File: src/assert_macros.svh
// Assertion macros shared by the session table RTL.
`ifndef ASSERT_MACROS_SVH
`define ASSERT_MACROS_SVH

// Same-cycle implication, disabled during reset.
`define ASSERT_IMPLY(lbl, clk, rst, ante, cons) \
   lbl: assert property (@(posedge clk) disable iff (rst) (ante) |-> (cons)) \
      else $error("assertion failed: implication");

// Next-cycle implication, disabled during reset.
`define ASSERT_NEXT(lbl, clk, rst, ante, cons) \
   lbl: assert property (@(posedge clk) disable iff (rst) (ante) |=> (cons)) \
      else $error("assertion failed: next-cycle implication");

`endif

File: src/dst_pkg.sv
// -----------------------------------------------------------------------------
// dst_pkg
// Types and constants of the session table with replay window.
// -----------------------------------------------------------------------------
package dst_pkg;

   typedef enum logic [2:0] {
      OP_CREATE     = 3'd0,
      OP_DELETE     = 3'd1,
      OP_EPOCH      = 3'd2,
      OP_NEXT_WSEQ  = 3'd3,
      OP_CHECK_RSEQ = 3'd4,
      OP_KEY_LOOKUP = 3'd5,
      OP_KEY_INSERT = 3'd6,
      OP_NONE       = 3'd7
   } op_type;

   typedef enum logic [2:0] {
      ST_OK        = 3'd0,
      ST_NOT_FOUND = 3'd1,
      ST_FULL      = 3'd2,
      ST_REPLAY    = 3'd3,
      ST_NO_KEY    = 3'd4
   } status_type;

   typedef enum logic {
      CSR_WIN_BELOW = 1'b0,
      CSR_WIN_ABOVE = 1'b1
   } csr_index_type;

   localparam int ADDR_W   = 64;
   localparam int SEQ_W    = 32;
   localparam int EPOCH_W  = 16;
   localparam int SLOT_W   = 3;
   localparam int KSLOT_W  = 4;
   localparam int BELOW_W  = 8;
   localparam int ABOVE_W  = 16;
   localparam int CSR_W    = 16;

   localparam logic [BELOW_W-1:0] WIN_BELOW_RST = 8'd10;
   localparam logic [ABOVE_W-1:0] WIN_ABOVE_RST = 16'd100;
   localparam logic [SEQ_W-1:0]   SEQ_START     = 32'd1;

   typedef struct packed {
      logic [EPOCH_W-1:0] epoch;
      logic [SEQ_W-1:0]   rseq;
      logic [SEQ_W-1:0]   wseq;
   } entry_type;

   localparam int ENTRY_W = $bits(entry_type);

   // controller -> datapath
   typedef struct packed {
      logic load;
      logic cmp;
      logic sel;
      logic commit;
   } cmd_type;

   // datapath -> controller
   typedef struct packed {
      logic drop;
      logic out_free;
   } stat_type;

endpackage

File: src/dst_ifs.sv
// -----------------------------------------------------------------------------
// dst_ifs
// Request, response and register-write channels of the session table.
// -----------------------------------------------------------------------------
interface dst_req_if;
   import dst_pkg::*;
   logic                 valid;
   logic                 ready;
   op_type               op;
   logic [ADDR_W-1:0]    addr_high;
   logic [ADDR_W-1:0]    addr_low;
   logic [SEQ_W-1:0]     recv_seq;
   logic [EPOCH_W-1:0]   req_epoch;
   logic                 advance;
   modport source (output valid, op, addr_high, addr_low, recv_seq, req_epoch, advance,
                   input ready);
   modport sink   (input valid, op, addr_high, addr_low, recv_seq, req_epoch, advance,
                   output ready);
endinterface

interface dst_rsp_if;
   import dst_pkg::*;
   logic                 valid;
   logic                 ready;
   status_type           status;
   logic [SLOT_W-1:0]    slot;
   logic [EPOCH_W-1:0]   epoch_out;
   logic [SEQ_W-1:0]     seq_out;
   logic [KSLOT_W-1:0]   key_slot;
   logic                 promote_key;
   modport source (output valid, status, slot, epoch_out, seq_out, key_slot, promote_key,
                   input ready);
   modport sink   (input valid, status, slot, epoch_out, seq_out, key_slot, promote_key,
                   output ready);
endinterface

interface dst_csr_if;
   import dst_pkg::*;
   logic                 valid;
   logic                 ready;
   csr_index_type        index;
   logic [CSR_W-1:0]     data;
   modport source (output valid, index, data, input ready);
   modport sink   (input valid, index, data, output ready);
endinterface

File: src/dst_ram.sv
// -----------------------------------------------------------------------------
// dst_ram
// Generic single-write, single-read RAM with registered read data.
// -----------------------------------------------------------------------------
module dst_ram #(
   parameter int WIDTH = 8,
   parameter int DEPTH = 8
) (
   input  logic                                  clock,
   input  logic                                  we,
   input  logic [(DEPTH > 1 ? $clog2(DEPTH) : 1)-1:0] waddr,
   input  logic [WIDTH-1:0]                      wdata,
   input  logic [(DEPTH > 1 ? $clog2(DEPTH) : 1)-1:0] raddr,
   output logic [WIDTH-1:0]                      rdata_ff
);
   logic [WIDTH-1:0] mem [DEPTH];

   always_ff @(posedge clock) begin
      if (we) begin
         mem[waddr] <= wdata;
      end
      rdata_ff <= mem[raddr];
   end
endmodule

File: src/dst_ctrl.sv
// -----------------------------------------------------------------------------
// dst_ctrl
// Sequencer: take a request, compare, select the entry, execute and respond.
// -----------------------------------------------------------------------------
module dst_ctrl (
   input  logic              clock,
   input  logic              reset,
   input  logic              req_valid,
   output logic              req_ready,
   input  dst_pkg::stat_type st,
   output dst_pkg::cmd_type  cmd
);
   import dst_pkg::*;

   typedef enum logic [3:0] {
      S_IDLE = 4'b0001,
      S_CMP  = 4'b0010,
      S_SEL  = 4'b0100,
      S_EXEC = 4'b1000
   } state_type;

   state_type state_ff, state_in;

   always_comb begin
      state_in   = state_ff;
      cmd        = '0;
      req_ready  = 1'b0;
      case (state_ff)
         S_IDLE: begin
            req_ready = 1'b1;
            if (req_valid) begin
               cmd.load = 1'b1;
               // no-operation opcode: drop without a response
               if (!st.drop) state_in = S_CMP;
            end
         end
         S_CMP: begin
            cmd.cmp  = 1'b1;
            state_in = S_SEL;
         end
         S_SEL: begin
            cmd.sel  = 1'b1;
            state_in = S_EXEC;
         end
         S_EXEC: begin
            if (st.out_free) begin
               cmd.commit = 1'b1;
               state_in   = S_IDLE;
            end
         end
         default: state_in = S_IDLE;
      endcase
   end

   always_ff @(posedge clock) begin
      if (reset) state_ff <= S_IDLE;
      else       state_ff <= state_in;
   end
endmodule

File: src/dst_dp.sv
// -----------------------------------------------------------------------------
// dst_dp
// Datapath: address match, entry RAM, window check and response register.
// -----------------------------------------------------------------------------
module dst_dp #(
   parameter int SESSIONS = 8
) (
   input  logic                          clock,
   input  logic                          reset,
   input  dst_pkg::cmd_type              cmd,
   output dst_pkg::stat_type             st,
   // request payload
   input  dst_pkg::op_type               req_op,
   input  logic [dst_pkg::ADDR_W-1:0]    req_addr_high,
   input  logic [dst_pkg::ADDR_W-1:0]    req_addr_low,
   input  logic [dst_pkg::SEQ_W-1:0]     req_recv_seq,
   input  logic [dst_pkg::EPOCH_W-1:0]   req_req_epoch,
   input  logic                          req_advance,
   // register writes
   input  logic                          csr_we,
   input  dst_pkg::csr_index_type        csr_index,
   input  logic [dst_pkg::CSR_W-1:0]     csr_data,
   // response
   output logic                          rsp_valid,
   input  logic                          rsp_ready,
   output dst_pkg::status_type           rsp_status,
   output logic [dst_pkg::SLOT_W-1:0]    rsp_slot,
   output logic [dst_pkg::EPOCH_W-1:0]   rsp_epoch_out,
   output logic [dst_pkg::SEQ_W-1:0]     rsp_seq_out,
   output logic [dst_pkg::KSLOT_W-1:0]   rsp_key_slot,
   output logic                          rsp_promote_key
);
   import dst_pkg::*;

   localparam int IDX_W = (SESSIONS > 1) ? $clog2(SESSIONS) : 1;

   // request hold
   op_type              op_ff;
   logic [ADDR_W-1:0]   ahi_ff, alo_ff;
   logic [SEQ_W-1:0]    recv_ff;
   logic [EPOCH_W-1:0]  repoch_ff;
   logic                adv_ff;

   // table
   logic [SESSIONS-1:0] valid_ff;
   logic [ADDR_W-1:0]   peer_hi_ff [SESSIONS];
   logic [ADDR_W-1:0]   peer_lo_ff [SESSIONS];
   logic [SESSIONS-1:0] hit_ff, free_ff;

   logic [IDX_W-1:0]    idx_ff, idx_in, hit_idx, free_idx;
   logic                found_ff, has_free_ff;

   logic [BELOW_W-1:0]  win_below_ff;
   logic [ABOVE_W-1:0]  win_above_ff;

   // response register
   logic                rsp_valid_ff;
   status_type          status_ff, status_in;
   logic [SLOT_W-1:0]   slot_ff, slot_in;
   logic [EPOCH_W-1:0]  epoch_ff, epoch_in;
   logic [SEQ_W-1:0]    seq_ff, seq_in;
   logic [KSLOT_W-1:0]  kslot_ff, kslot_in;
   logic                prom_ff, prom_in;

   // RAM side
   entry_type           ent, wr_ent;
   logic                ram_we;
   logic [IDX_W-1:0]    raddr;
   logic                set_valid, clr_valid;

   logic [IDX_W+2:0]    idx_ext;
   logic [IDX_W+3:0]    ks_cur, ks_pend;
   logic [SEQ_W-1:0]    seq_diff, shifted, span;
   logic [EPOCH_W-1:0]  req_m1, ep_new;

   assign st.drop     = (req_op == OP_NONE);
   assign st.out_free = !rsp_valid_ff || rsp_ready;

   // priority pick of lowest matching and lowest free entry
   always_comb begin
      hit_idx  = '0;
      free_idx = '0;
      for (int i = SESSIONS - 1; i >= 0; i--) begin
         if (hit_ff[i])  hit_idx  = IDX_W'(i);
         if (free_ff[i]) free_idx = IDX_W'(i);
      end
      idx_in = (|hit_ff) ? hit_idx : free_idx;
   end

   assign raddr = cmd.sel ? idx_in : idx_ff;

   dst_ram #(.WIDTH(ENTRY_W), .DEPTH(SESSIONS)) u_ram (
      .clock    (clock),
      .we       (ram_we),
      .waddr    (idx_ff),
      .wdata    (wr_ent),
      .raddr    (raddr),
      .rdata_ff (ent)
   );

   always_comb begin
      idx_ext   = {3'b000, idx_ff};
      ks_cur    = {idx_ext, 1'b0};
      ks_pend   = {idx_ext, 1'b1};
      seq_diff  = recv_ff - ent.rseq;
      shifted   = seq_diff + SEQ_W'(win_below_ff);
      span      = SEQ_W'(win_below_ff) + SEQ_W'(win_above_ff);
      req_m1    = repoch_ff - EPOCH_W'(1);
      ep_new    = ent.epoch;

      status_in = ST_OK;
      slot_in   = '0;
      epoch_in  = '0;
      seq_in    = '0;
      kslot_in  = '0;
      prom_in   = 1'b0;
      ram_we    = 1'b0;
      wr_ent    = ent;
      set_valid = 1'b0;
      clr_valid = 1'b0;

      case (op_ff)
         OP_CREATE: begin
            if (found_ff) begin
               slot_in  = idx_ext[SLOT_W-1:0];
               epoch_in = ent.epoch;
            end else if (has_free_ff) begin
               ram_we    = 1'b1;
               wr_ent    = '{epoch: '0, rseq: SEQ_START, wseq: SEQ_START};
               set_valid = 1'b1;
               slot_in   = idx_ext[SLOT_W-1:0];
            end else begin
               status_in = ST_FULL;
            end
         end
         OP_DELETE, OP_EPOCH, OP_KEY_INSERT: begin
            if (found_ff) begin
               clr_valid = (op_ff == OP_DELETE);
               slot_in   = idx_ext[SLOT_W-1:0];
               epoch_in  = ent.epoch;
               if (op_ff == OP_KEY_INSERT) kslot_in = ks_pend[KSLOT_W-1:0];
            end else begin
               status_in = ST_NOT_FOUND;
            end
         end
         OP_NEXT_WSEQ: begin
            if (found_ff) begin
               seq_in      = ent.wseq;
               ram_we      = 1'b1;
               wr_ent.wseq = ent.wseq + SEQ_W'(1);
               slot_in     = idx_ext[SLOT_W-1:0];
               epoch_in    = ent.epoch;
            end else begin
               status_in = ST_NOT_FOUND;
            end
         end
         OP_CHECK_RSEQ: begin
            // no session: accept silently
            if (found_ff) begin
               slot_in  = idx_ext[SLOT_W-1:0];
               epoch_in = ent.epoch;
               if (shifted > span) begin
                  status_in = ST_REPLAY;
               end else begin
                  ram_we      = 1'b1;
                  wr_ent.rseq = recv_ff + SEQ_W'(1);
               end
            end
         end
         OP_KEY_LOOKUP: begin
            if (repoch_ff == '0) begin
               status_in = ST_NO_KEY;
            end else if (!found_ff) begin
               status_in = ST_NOT_FOUND;
            end else begin
               // advance the epoch and restart both sequence numbers
               if (adv_ff && ent.epoch == req_m1) begin
                  ep_new  = repoch_ff;
                  ram_we  = 1'b1;
                  wr_ent  = '{epoch: repoch_ff, rseq: SEQ_START, wseq: SEQ_START};
                  prom_in = 1'b1;
               end
               if (ep_new == repoch_ff)   kslot_in  = ks_cur[KSLOT_W-1:0];
               else if (ep_new == req_m1) kslot_in  = ks_pend[KSLOT_W-1:0];
               else                       status_in = ST_NO_KEY;
               slot_in  = idx_ext[SLOT_W-1:0];
               epoch_in = ep_new;
            end
         end
         default: status_in = ST_OK;
      endcase
      ram_we    = ram_we && cmd.commit;
      set_valid = set_valid && cmd.commit;
      clr_valid = clr_valid && cmd.commit;
   end

   // payload registers
   always_ff @(posedge clock) begin
      if (cmd.load) begin
         op_ff     <= req_op;
         ahi_ff    <= req_addr_high;
         alo_ff    <= req_addr_low;
         recv_ff   <= req_recv_seq;
         repoch_ff <= req_req_epoch;
         adv_ff    <= req_advance;
      end
      if (cmd.cmp) begin
         for (int i = 0; i < SESSIONS; i++) begin
            hit_ff[i]  <= valid_ff[i] && peer_hi_ff[i] == ahi_ff && peer_lo_ff[i] == alo_ff;
            free_ff[i] <= !valid_ff[i];
         end
      end
      if (cmd.sel) begin
         idx_ff      <= idx_in;
         found_ff    <= |hit_ff;
         has_free_ff <= |free_ff;
      end
      if (set_valid) begin
         peer_hi_ff[idx_ff] <= ahi_ff;
         peer_lo_ff[idx_ff] <= alo_ff;
      end
      if (cmd.commit) begin
         status_ff <= status_in;
         slot_ff   <= slot_in;
         epoch_ff  <= epoch_in;
         seq_ff    <= seq_in;
         kslot_ff  <= kslot_in;
         prom_ff   <= prom_in;
      end
   end

   // control registers
   always_ff @(posedge clock) begin
      if (reset) begin
         valid_ff     <= '0;
         rsp_valid_ff <= 1'b0;
         win_below_ff <= WIN_BELOW_RST;
         win_above_ff <= WIN_ABOVE_RST;
      end else begin
         if (set_valid) valid_ff[idx_ff] <= 1'b1;
         if (clr_valid) valid_ff[idx_ff] <= 1'b0;
         if (cmd.commit)     rsp_valid_ff <= 1'b1;
         else if (rsp_ready) rsp_valid_ff <= 1'b0;
         if (csr_we) begin
            case (csr_index)
               CSR_WIN_BELOW: win_below_ff <= csr_data[BELOW_W-1:0];
               CSR_WIN_ABOVE: win_above_ff <= csr_data[ABOVE_W-1:0];
               default: ;
            endcase
         end
      end
   end

   assign rsp_valid       = rsp_valid_ff;
   assign rsp_status      = status_ff;
   assign rsp_slot        = slot_ff;
   assign rsp_epoch_out   = epoch_ff;
   assign rsp_seq_out     = seq_ff;
   assign rsp_key_slot    = kslot_ff;
   assign rsp_promote_key = prom_ff;
endmodule

File: src/dtls_session_table_core.sv
// -----------------------------------------------------------------------------
// dtls_session_table_core
// Session table with per-peer epoch, sequence numbers and replay window.
// -----------------------------------------------------------------------------
// One request transaction yields one response transaction (opcode seven is
// taken and dropped). A request passes through the sequencer in these steps:
// register the request, compare the peer address against every entry in
// parallel, pick the lowest matching (or lowest free) slot while the entry RAM
// is read, then execute the read-modify-write and load the response register.
// A response that is not taken holds the execute step and stalls the input.
// The next request is taken as soon as the sequencer is back in idle, also
// while the previous response still waits; no new request is taken while the
// sequencer works on the previous one. Window registers are written through
// the csr channel, which is always ready.
`include "assert_macros.svh"

module dtls_session_table_core #(
   parameter int SESSIONS = 8
) (
   input  logic       clock,
   input  logic       reset,
   dst_req_if.sink    req,
   dst_rsp_if.source  rsp,
   dst_csr_if.sink    csr
);
   import dst_pkg::*;

   cmd_type  cmd;
   stat_type st;
   logic     req_ready;

   assign req.ready = req_ready;
   assign csr.ready = 1'b1;

   // sequencer
   dst_ctrl u_ctrl (
      .clock     (clock),
      .reset     (reset),
      .req_valid (req.valid),
      .req_ready (req_ready),
      .st        (st),
      .cmd       (cmd)
   );

   // table, window check and response hold
   dst_dp #(.SESSIONS(SESSIONS)) u_dp (
      .clock           (clock),
      .reset           (reset),
      .cmd             (cmd),
      .st              (st),
      .req_op          (req.op),
      .req_addr_high   (req.addr_high),
      .req_addr_low    (req.addr_low),
      .req_recv_seq    (req.recv_seq),
      .req_req_epoch   (req.req_epoch),
      .req_advance     (req.advance),
      .csr_we          (csr.valid),
      .csr_index       (csr.index),
      .csr_data        (csr.data),
      .rsp_valid       (rsp.valid),
      .rsp_ready       (rsp.ready),
      .rsp_status      (rsp.status),
      .rsp_slot        (rsp.slot),
      .rsp_epoch_out   (rsp.epoch_out),
      .rsp_seq_out     (rsp.seq_out),
      .rsp_key_slot    (rsp.key_slot),
      .rsp_promote_key (rsp.promote_key)
   );

   // never overwrite a response that has not been taken
   `ASSERT_IMPLY(a_commit_free, clock, reset, cmd.commit, (!rsp.valid || rsp.ready))
   // a real request blocks the input until it is executed
   `ASSERT_NEXT(a_busy_after_take, clock, reset, (req.valid && req.ready && !st.drop), !req.ready)
   // the sequencer issues at most one command per cycle
   `ASSERT_IMPLY(a_one_cmd, clock, reset, 1'b1, $onehot0({cmd.cmp, cmd.sel, cmd.commit}))
endmodule
File: src/flat_wrapper.sv
// flat-port wrapper written by rule: the top's interface ports become plain ports
module dtls_session_table_core_flat import dst_pkg::*;
#(
   parameter int SESSIONS = 8
)
  (clock, reset, req_valid, req_op, req_addr_high, req_addr_low, req_recv_seq, req_req_epoch, req_advance, req_ready, rsp_valid, rsp_status, rsp_slot, rsp_epoch_out, rsp_seq_out, rsp_key_slot, rsp_promote_key, rsp_ready, csr_valid, csr_index, csr_data, csr_ready);
  dst_req_if req_i ();
  dst_rsp_if rsp_i ();
  dst_csr_if csr_i ();
  input  logic clock;
  input  logic reset;
  input wire logic [$bits(req_i.valid)-1:0] req_valid;
  input wire logic [$bits(req_i.op)-1:0] req_op;
  input wire logic [$bits(req_i.addr_high)-1:0] req_addr_high;
  input wire logic [$bits(req_i.addr_low)-1:0] req_addr_low;
  input wire logic [$bits(req_i.recv_seq)-1:0] req_recv_seq;
  input wire logic [$bits(req_i.req_epoch)-1:0] req_req_epoch;
  input wire logic [$bits(req_i.advance)-1:0] req_advance;
  output wire logic [$bits(req_i.ready)-1:0] req_ready;
  output wire logic [$bits(rsp_i.valid)-1:0] rsp_valid;
  output wire logic [$bits(rsp_i.status)-1:0] rsp_status;
  output wire logic [$bits(rsp_i.slot)-1:0] rsp_slot;
  output wire logic [$bits(rsp_i.epoch_out)-1:0] rsp_epoch_out;
  output wire logic [$bits(rsp_i.seq_out)-1:0] rsp_seq_out;
  output wire logic [$bits(rsp_i.key_slot)-1:0] rsp_key_slot;
  output wire logic [$bits(rsp_i.promote_key)-1:0] rsp_promote_key;
  input wire logic [$bits(rsp_i.ready)-1:0] rsp_ready;
  input wire logic [$bits(csr_i.valid)-1:0] csr_valid;
  input wire logic [$bits(csr_i.index)-1:0] csr_index;
  input wire logic [$bits(csr_i.data)-1:0] csr_data;
  output wire logic [$bits(csr_i.ready)-1:0] csr_ready;
  assign req_i.valid = req_valid;
  assign req_i.op = req_op;
  assign req_i.addr_high = req_addr_high;
  assign req_i.addr_low = req_addr_low;
  assign req_i.recv_seq = req_recv_seq;
  assign req_i.req_epoch = req_req_epoch;
  assign req_i.advance = req_advance;
  assign req_ready = req_i.ready;
  assign rsp_valid = rsp_i.valid;
  assign rsp_status = rsp_i.status;
  assign rsp_slot = rsp_i.slot;
  assign rsp_epoch_out = rsp_i.epoch_out;
  assign rsp_seq_out = rsp_i.seq_out;
  assign rsp_key_slot = rsp_i.key_slot;
  assign rsp_promote_key = rsp_i.promote_key;
  assign rsp_i.ready = rsp_ready;
  assign csr_i.valid = csr_valid;
  assign csr_i.index = csr_index;
  assign csr_i.data = csr_data;
  assign csr_ready = csr_i.ready;
  dtls_session_table_core #(.SESSIONS(SESSIONS)) u_core (.clock(clock), .reset(reset), .req(req_i), .rsp(rsp_i), .csr(csr_i));
endmodule
File: config.mk
export PLATFORM = sky130hd
export DESIGN_NAME = dtls_session_table_core_flat
export DESIGN_NICKNAME = d
export VERILOG_FILES = /design/src/dst_pkg.sv /design/src/dst_ifs.sv /design/src/dst_ram.sv /design/src/dst_ctrl.sv /design/src/dst_dp.sv /design/src/dtls_session_table_core.sv /design/src/flat_wrapper.sv
export VERILOG_INCLUDE_DIRS = /design/src /design/src/src
export SDC_FILE = /design/constraint.sdc
export NUM_CORES = 2
export LEC_CHECK = 0
export BUFFER_PORTS_ARGS = -buffer_cell sky130_fd_sc_hd__buf_2
export CORE_MARGIN = 8
export CORE_UTILIZATION = 62
export CTS_CLUSTER_DIAMETER = 100
export DETAILED_ROUTE_END_ITERATION = 10
export PLACE_DENSITY_LB_ADDON = 0.25
export RECOVER_POWER = 50
export SYNTH_ARGS = -nofsm -noshare
export SYNTH_HDL_FRONTEND = slang
export SYNTH_HIERARCHICAL = 1
export SYNTH_SLANG_ARGS = --single-unit
File: constraint.sdc
create_clock -name clock -period 23.8 [get_ports clock]
set_input_delay 4.76 -clock clock [delete_from_list [all_inputs] [get_ports clock]]
set_output_delay 4.76 -clock clock [all_outputs]
set_load 0.03 [all_outputs]
# After elaboration in Yosys (flattened, before gate mapping)
# Memories as Yosys holds them, arrays and structs flattened. A register that Yosys moved wholly into a read port is not among the register bits.
# Cells that the tools add are included.
dict set report totals {
  wordCells 208
  register_bits 297
  in_bits 202
  mem_bits_rw 1664
  n_memories 3
}
dict set report op_classes {
  bitwise 4
  n_eq_ne 33
  n_reduce_logical 44
  addsub 6
  n_mux 93
  n_lt_le_gt_ge 3
}
# memory depth width read_ports rd_ports_with_merged_regs wr line_no
set memory_table {}
lappend memory_table {u_core.u_dp.u_ram.mem 8 80 1 1 1 dst_ram.sv:16} ;# logic [WIDTH-1:0] mem [DEPTH];
lappend memory_table {u_core.u_dp.peer_hi_ff 8 64 8 0 1 dst_dp.sv:46} ;# logic [ADDR_W-1:0] peer_hi_ff [SESSIONS];
lappend memory_table {u_core.u_dp.peer_lo_ff 8 64 8 0 1 dst_dp.sv:47} ;# logic [ADDR_W-1:0] peer_lo_ff [SESSIONS];
# operator count
set ops {}
lappend ops {{64-bit equality test} 16}
lappend ops {{80-bit 2-to-1 mux} 5}
lappend ops {{32-bit case mux with 3 select lines} 2}
lappend ops {{16-bit 2-to-1 mux} 7}
lappend ops {{32-bit 2-to-1 mux} 3}
lappend ops {{3-bit 2-to-1 mux} 26}
lappend ops {{32-bit by 1-bit adder with 32-bit output, second input constant} 2}
lappend ops {{16-bit case mux with 2 select lines} 2}
lappend ops {{16-bit equality test} 3}
lappend ops {{4-bit 2-to-1 mux} 9}
lappend ops {{32-bit by 8-bit adder with 32-bit output} 1}
lappend ops {{32-bit by 17-bit greater-than comparator with 1-bit output} 1}
lappend ops {{32-bit subtractor} 1}
lappend ops {{1-bit 2-to-1 mux} 26}
lappend ops {{8-bit 2-to-1 mux} 3}
lappend ops {{1-bit logical AND} 21}
lappend ops {{8-bit by 16-bit adder with 17-bit output} 1}
lappend ops {{16-bit zero test} 1}
lappend ops {{4-bit case mux with 4 select lines} 1}
lappend ops {{8-bit OR reduction} 2}
lappend ops {{16-bit by 1-bit subtractor with 16-bit output, second input constant} 1}
lappend ops {{3-bit equality test, second input constant} 4}
lappend ops {{3-bit case mux with 4 select lines} 1}
lappend ops {{1-bit zero test} 9}
lappend ops {{28 further kinds} 35}

# Depth between registers and ports, before layout
dict set report depth {
  depth_word 13
  mapped_depth 29
  mapped_depth_nobuf 27
}

# Cells and area by module
# Netlist, hierarchy kept.
# module instances cells_each area_each_um2
set by_module_without_submodules {}
lappend by_module_without_submodules {dst_dp 1 4257 58533.6}
lappend by_module_without_submodules {dst_ram 1 1018 25654.6}
lappend by_module_without_submodules {dst_ctrl 1 23 214.0}
lappend by_module_without_submodules {dtls_session_table_core 1 2 11.3}

# Least setup slack after synthesis
# No wires, ideal clock.
dict set report synth_timing {
  kind {input to register}
  from {in rsp_ready}
  to {mem u_core.u_dp.peer_hi_ff[4][0] (enable)}
  path_stages 5
  path_slack_ns 2.174
  setup_ns 0.773
  arrival_time_ns 20.853
  path_buffers 0
  cell_sequence {nand2b_1 nand2_1 nor4_1 nand4_1 nor3_1}
}
# item line_no
set synth_rtl {}
lappend synth_rtl {{start: declaration} flat_wrapper.sv:27} ;# input wire logic [$bits(rsp_i.ready)-1:0] rsp_ready;
lappend synth_rtl {{end: declaration} dst_dp.sv:46}

==> summary.md <==
| Metric | Value |
|---|---|
| I/O pin cnt | `264` |
| Clk_skew | `29.91 ps` |
| Initial Utilization | `62.39%` |
| Leakage power | `31.68 nW` |
| H-tree depth | `4` |
| Slew HR | `-570.8%` |
| Largest cells by area after synthesis | `edfxtp_1 68%, mux4_2 4.3%, xor2_1 4.0%` |
| Mapped Nets | `5594` |
| Reg-to-Reg Start | `u_core/u_ctrl/state_ff[2]` |
| Row cnt | `135` |
| Die area | `148200 um2` |
| Post-route ant nets | `0` |
| GR Overflow Total | `0` |
| Hold Vio Cnt, Final | `0` |
| TritonCTS buffer count | `197` |
| Worst-case reg-to-reg path depth | `8` |
| Crit path required time | `24470 ps` |
| Critical path origin | `u_core/u_ctrl/state_ff[2]` |
| Power Density | `85.73 nW/um2` |
| CP endpoint kind | `flop` |
| TritonCTS clock tree | `done` |
| Chip width | `385.0 um` |
| Detailed Route Iter0 Violations | `7538` |
| CTS Root Cell | `clkbuf_16` |
| Reg-to-reg critical path endpoint | `u_core/u_dp/u_ram/rdata_ff[73]` |
| DR WL/cell | `35.17 um` |
| Yosys warns | `6` |
| Status | `complete, but fails checks` |
| Post-synth top cells | `1921 x edfxtp_1, 386 x xor2_1, 337 x xnor2_1, 296 x inv_1, 229 x nand2_1` |
| VDD IR max | `0.00007956 V` |
| GP Congestion | `1.071` |
| Worst Hold Class | `reg2reg` |
| Crit start category | `flop` |
| Longest Clk Path Bufs | `3` |
| Via count | `52003` |
| First-pass GRT wire length | `372900 um` |
| Clk sinks | `2041` |
| EDFF count, synth | `1921` |
| Global Route Usage Sum | `35.94%` |
| Most common cell in the netlist | `edfxtp_1` |
| Core ar. | `135300 um2` |
| Worst endpoint data arrival time | `14280 ps` |
| Gate Count Post-Synth | `5300` |
| # hold bufs at CTS | `0` |
| Post-CTS setup buffers | `0` |
| Largest net degree at the start of global routing | `162` |
| Resized Gates After CTS | `0` |
| Hold path cells | `2` |
| Final WL | `270500 um` |
| WHS Endpoint | `u_core/u_dp/win_above_ff[4]` |
| DPL Wire Length | `179000 um` |
| # setup viols final | `0` |
| Setup TNS | `0 ps` |
| Yosys top cell area share | `68.34%` |
| Skew-Pair Late Insertion Delay | `840 ps` |
| Seq/Total Area, Yosys | `71.18%` |
| Synth Cell Area | `84410 um2` |
| Tmin final | `13610 ps` |
| Hold WS | `467.8 ps` |
| Reg2Reg Setup Slack | `10190 ps` |
| Critical path class | `reg2reg` |
| Vias in the first global route | `49556` |
| Max_cap viols | `106` |
| Final net count | `6037` |
| Share of layout cells above drive strength 1 | `13.73%` |
| Yosys reg bits | `2041` |
| Failing checks | `max-capacitance violations, max-slew violations` |
| DRC | `0` |
| RSZ-0062 raised after global routing | `no` |
| Cell Count, Final, Fillers Out | `7690` |
| Post-synthesis cell type count | `87` |
| Die Ht | `385.0 um` |
| Async SR Flop Fraction | `0%` |
| Syn-to-layout area delta | `11.69%` |
| Fmax | `73.46 MHz` |
| PortBufs | `262` |
| CP max FO | `113` |
| Period Utilization, post-route | `57.20%` |
| Clock-pin slew on the worst setup and hold paths | `60 ps` |
| DR pass1 iterations | `9` |
| Initial antenna violation count | `26` |
| Area leader, netlist | `edfxtp_1` |
| Placed Cells | `7325` |
| Fin. max-slew vios | `2134` |
| Avg Cell Area, Syn | `15.93 um2` |
| Dominant synthesized flop cell | `edfxtp_1` |
| Worst hold path startpoint | `u_core/u_dp/win_above_ff[4]` |
| DR vias/cell | `6.762` |
| Worst-Margin Slew | `10060 ps` |
-- layout by cell type (no fill, tap or decap), types with 145 or more instances in the layout --
| cell type | n |
|---|---|
| xor2_1 | 386 |
| clkbuf_1 | 242 |
| inv_1 | 296 |
| nand2_1 | 229 |
| edfxtp_1 | 1921 |
| buf_2 | 226 |
| nor4_1 | 145 |
| mux4_2 | 160 |
| xnor2_1 | 337 |
| clkbuf_16 | 199 |
-- layer usage --
metal / GRT usage, % / share of wire (%) / vias to the layer above
met5: 0 / 0.034 / -
li1: - / - / 21393
met2: 55.68 / 45 / 3611
met1: 47.10 / 36 / 26237
met4: 21.55 / 7.8 / 14
met3: 7.729 / 11 / 748
-- worst max-delay path, stage by stage, from the launching register on --
cell and delay (ps):
dfxtp_1 460, nand2b_1 120, nor3_1 1240, nand2_1 260
o21ai_4 130, clkbuf_1 6630, clkbuf_1 3210, mux4_2 790
mux2_1 440
-- state kept, by name, summed over array words and instances, names as in the netlist, 16 cells and up --
register                    count
u_core/u_dp/peer_hi_ff        512
u_core/u_dp/rsp_seq_out        32
u_core/u_dp/recv_ff            32
u_core/u_dp/alo_ff             64
u_core/u_dp/rsp_epoch_out      16
u_core/u_dp/win_above_ff       16
u_core/u_dp/u_ram/rdata_ff     80
u_core/u_dp/ahi_ff             64
u_core/u_dp/u_ram/mem         640
u_core/u_dp/repoch_ff          16
u_core/u_dp/peer_lo_ff        512
-- cells by family after synthesis --
logic type,share of synthesized area (%)
DFF,71.18
and+or+nand+nor,5.710
AOI/OAI and AO/OA,6.156
xor gates and xnor gates,7.502
buffers and inverters,2.581
muxes,5.422
adders and majority gates,1.444
other,0.004442
-- power by group --
part	internal [mW]	switching, mW	total [mW]
combinational	0.342	0.614	0.956
sequential	4.04	0.0647	4.11
clock	1.69	1.34	3.02
-- worst max-delay path by stage --
stage                                                 to
after floorplan             u_core/u_dp/peer_hi_ff[4][0]
after global placement      u_core/u_dp/peer_hi_ff[7][2]
after detailed placement    u_core/u_dp/peer_hi_ff[7][2]
after CTS                  u_core/u_dp/peer_lo_ff[7][14]
after global routing      u_core/u_dp/u_ram/rdata_ff[73]
final                     u_core/u_dp/u_ram/rdata_ff[73]
-- metrics by stage --
step	util [%]	cell area [um2]	setup WS, ps	total power [mW]
global placement	65.65	88820	14400	5.061
CTS	70.20	94980	15000	8.053
floorplan	-	84410	2174	4.709
detailed placement	65.65	88820	14140	5.072
global route	69.67	94260	8345	8.296
finish	69.69	94290	10190	8.083
-- area by class of cell --
cell class              count  area (um2)
repair buffers            477        2298
diodes                     11       27.53
clock buffers             255        5240
inverters                 313        1176
clock inverters            99       917.1
multi-input cells        2713       22310
flip-flops and latches   2041       60090
well taps                1781        2228
fillers                  8897       41010
Note: power is estimated with default switching activity, not from simulation.
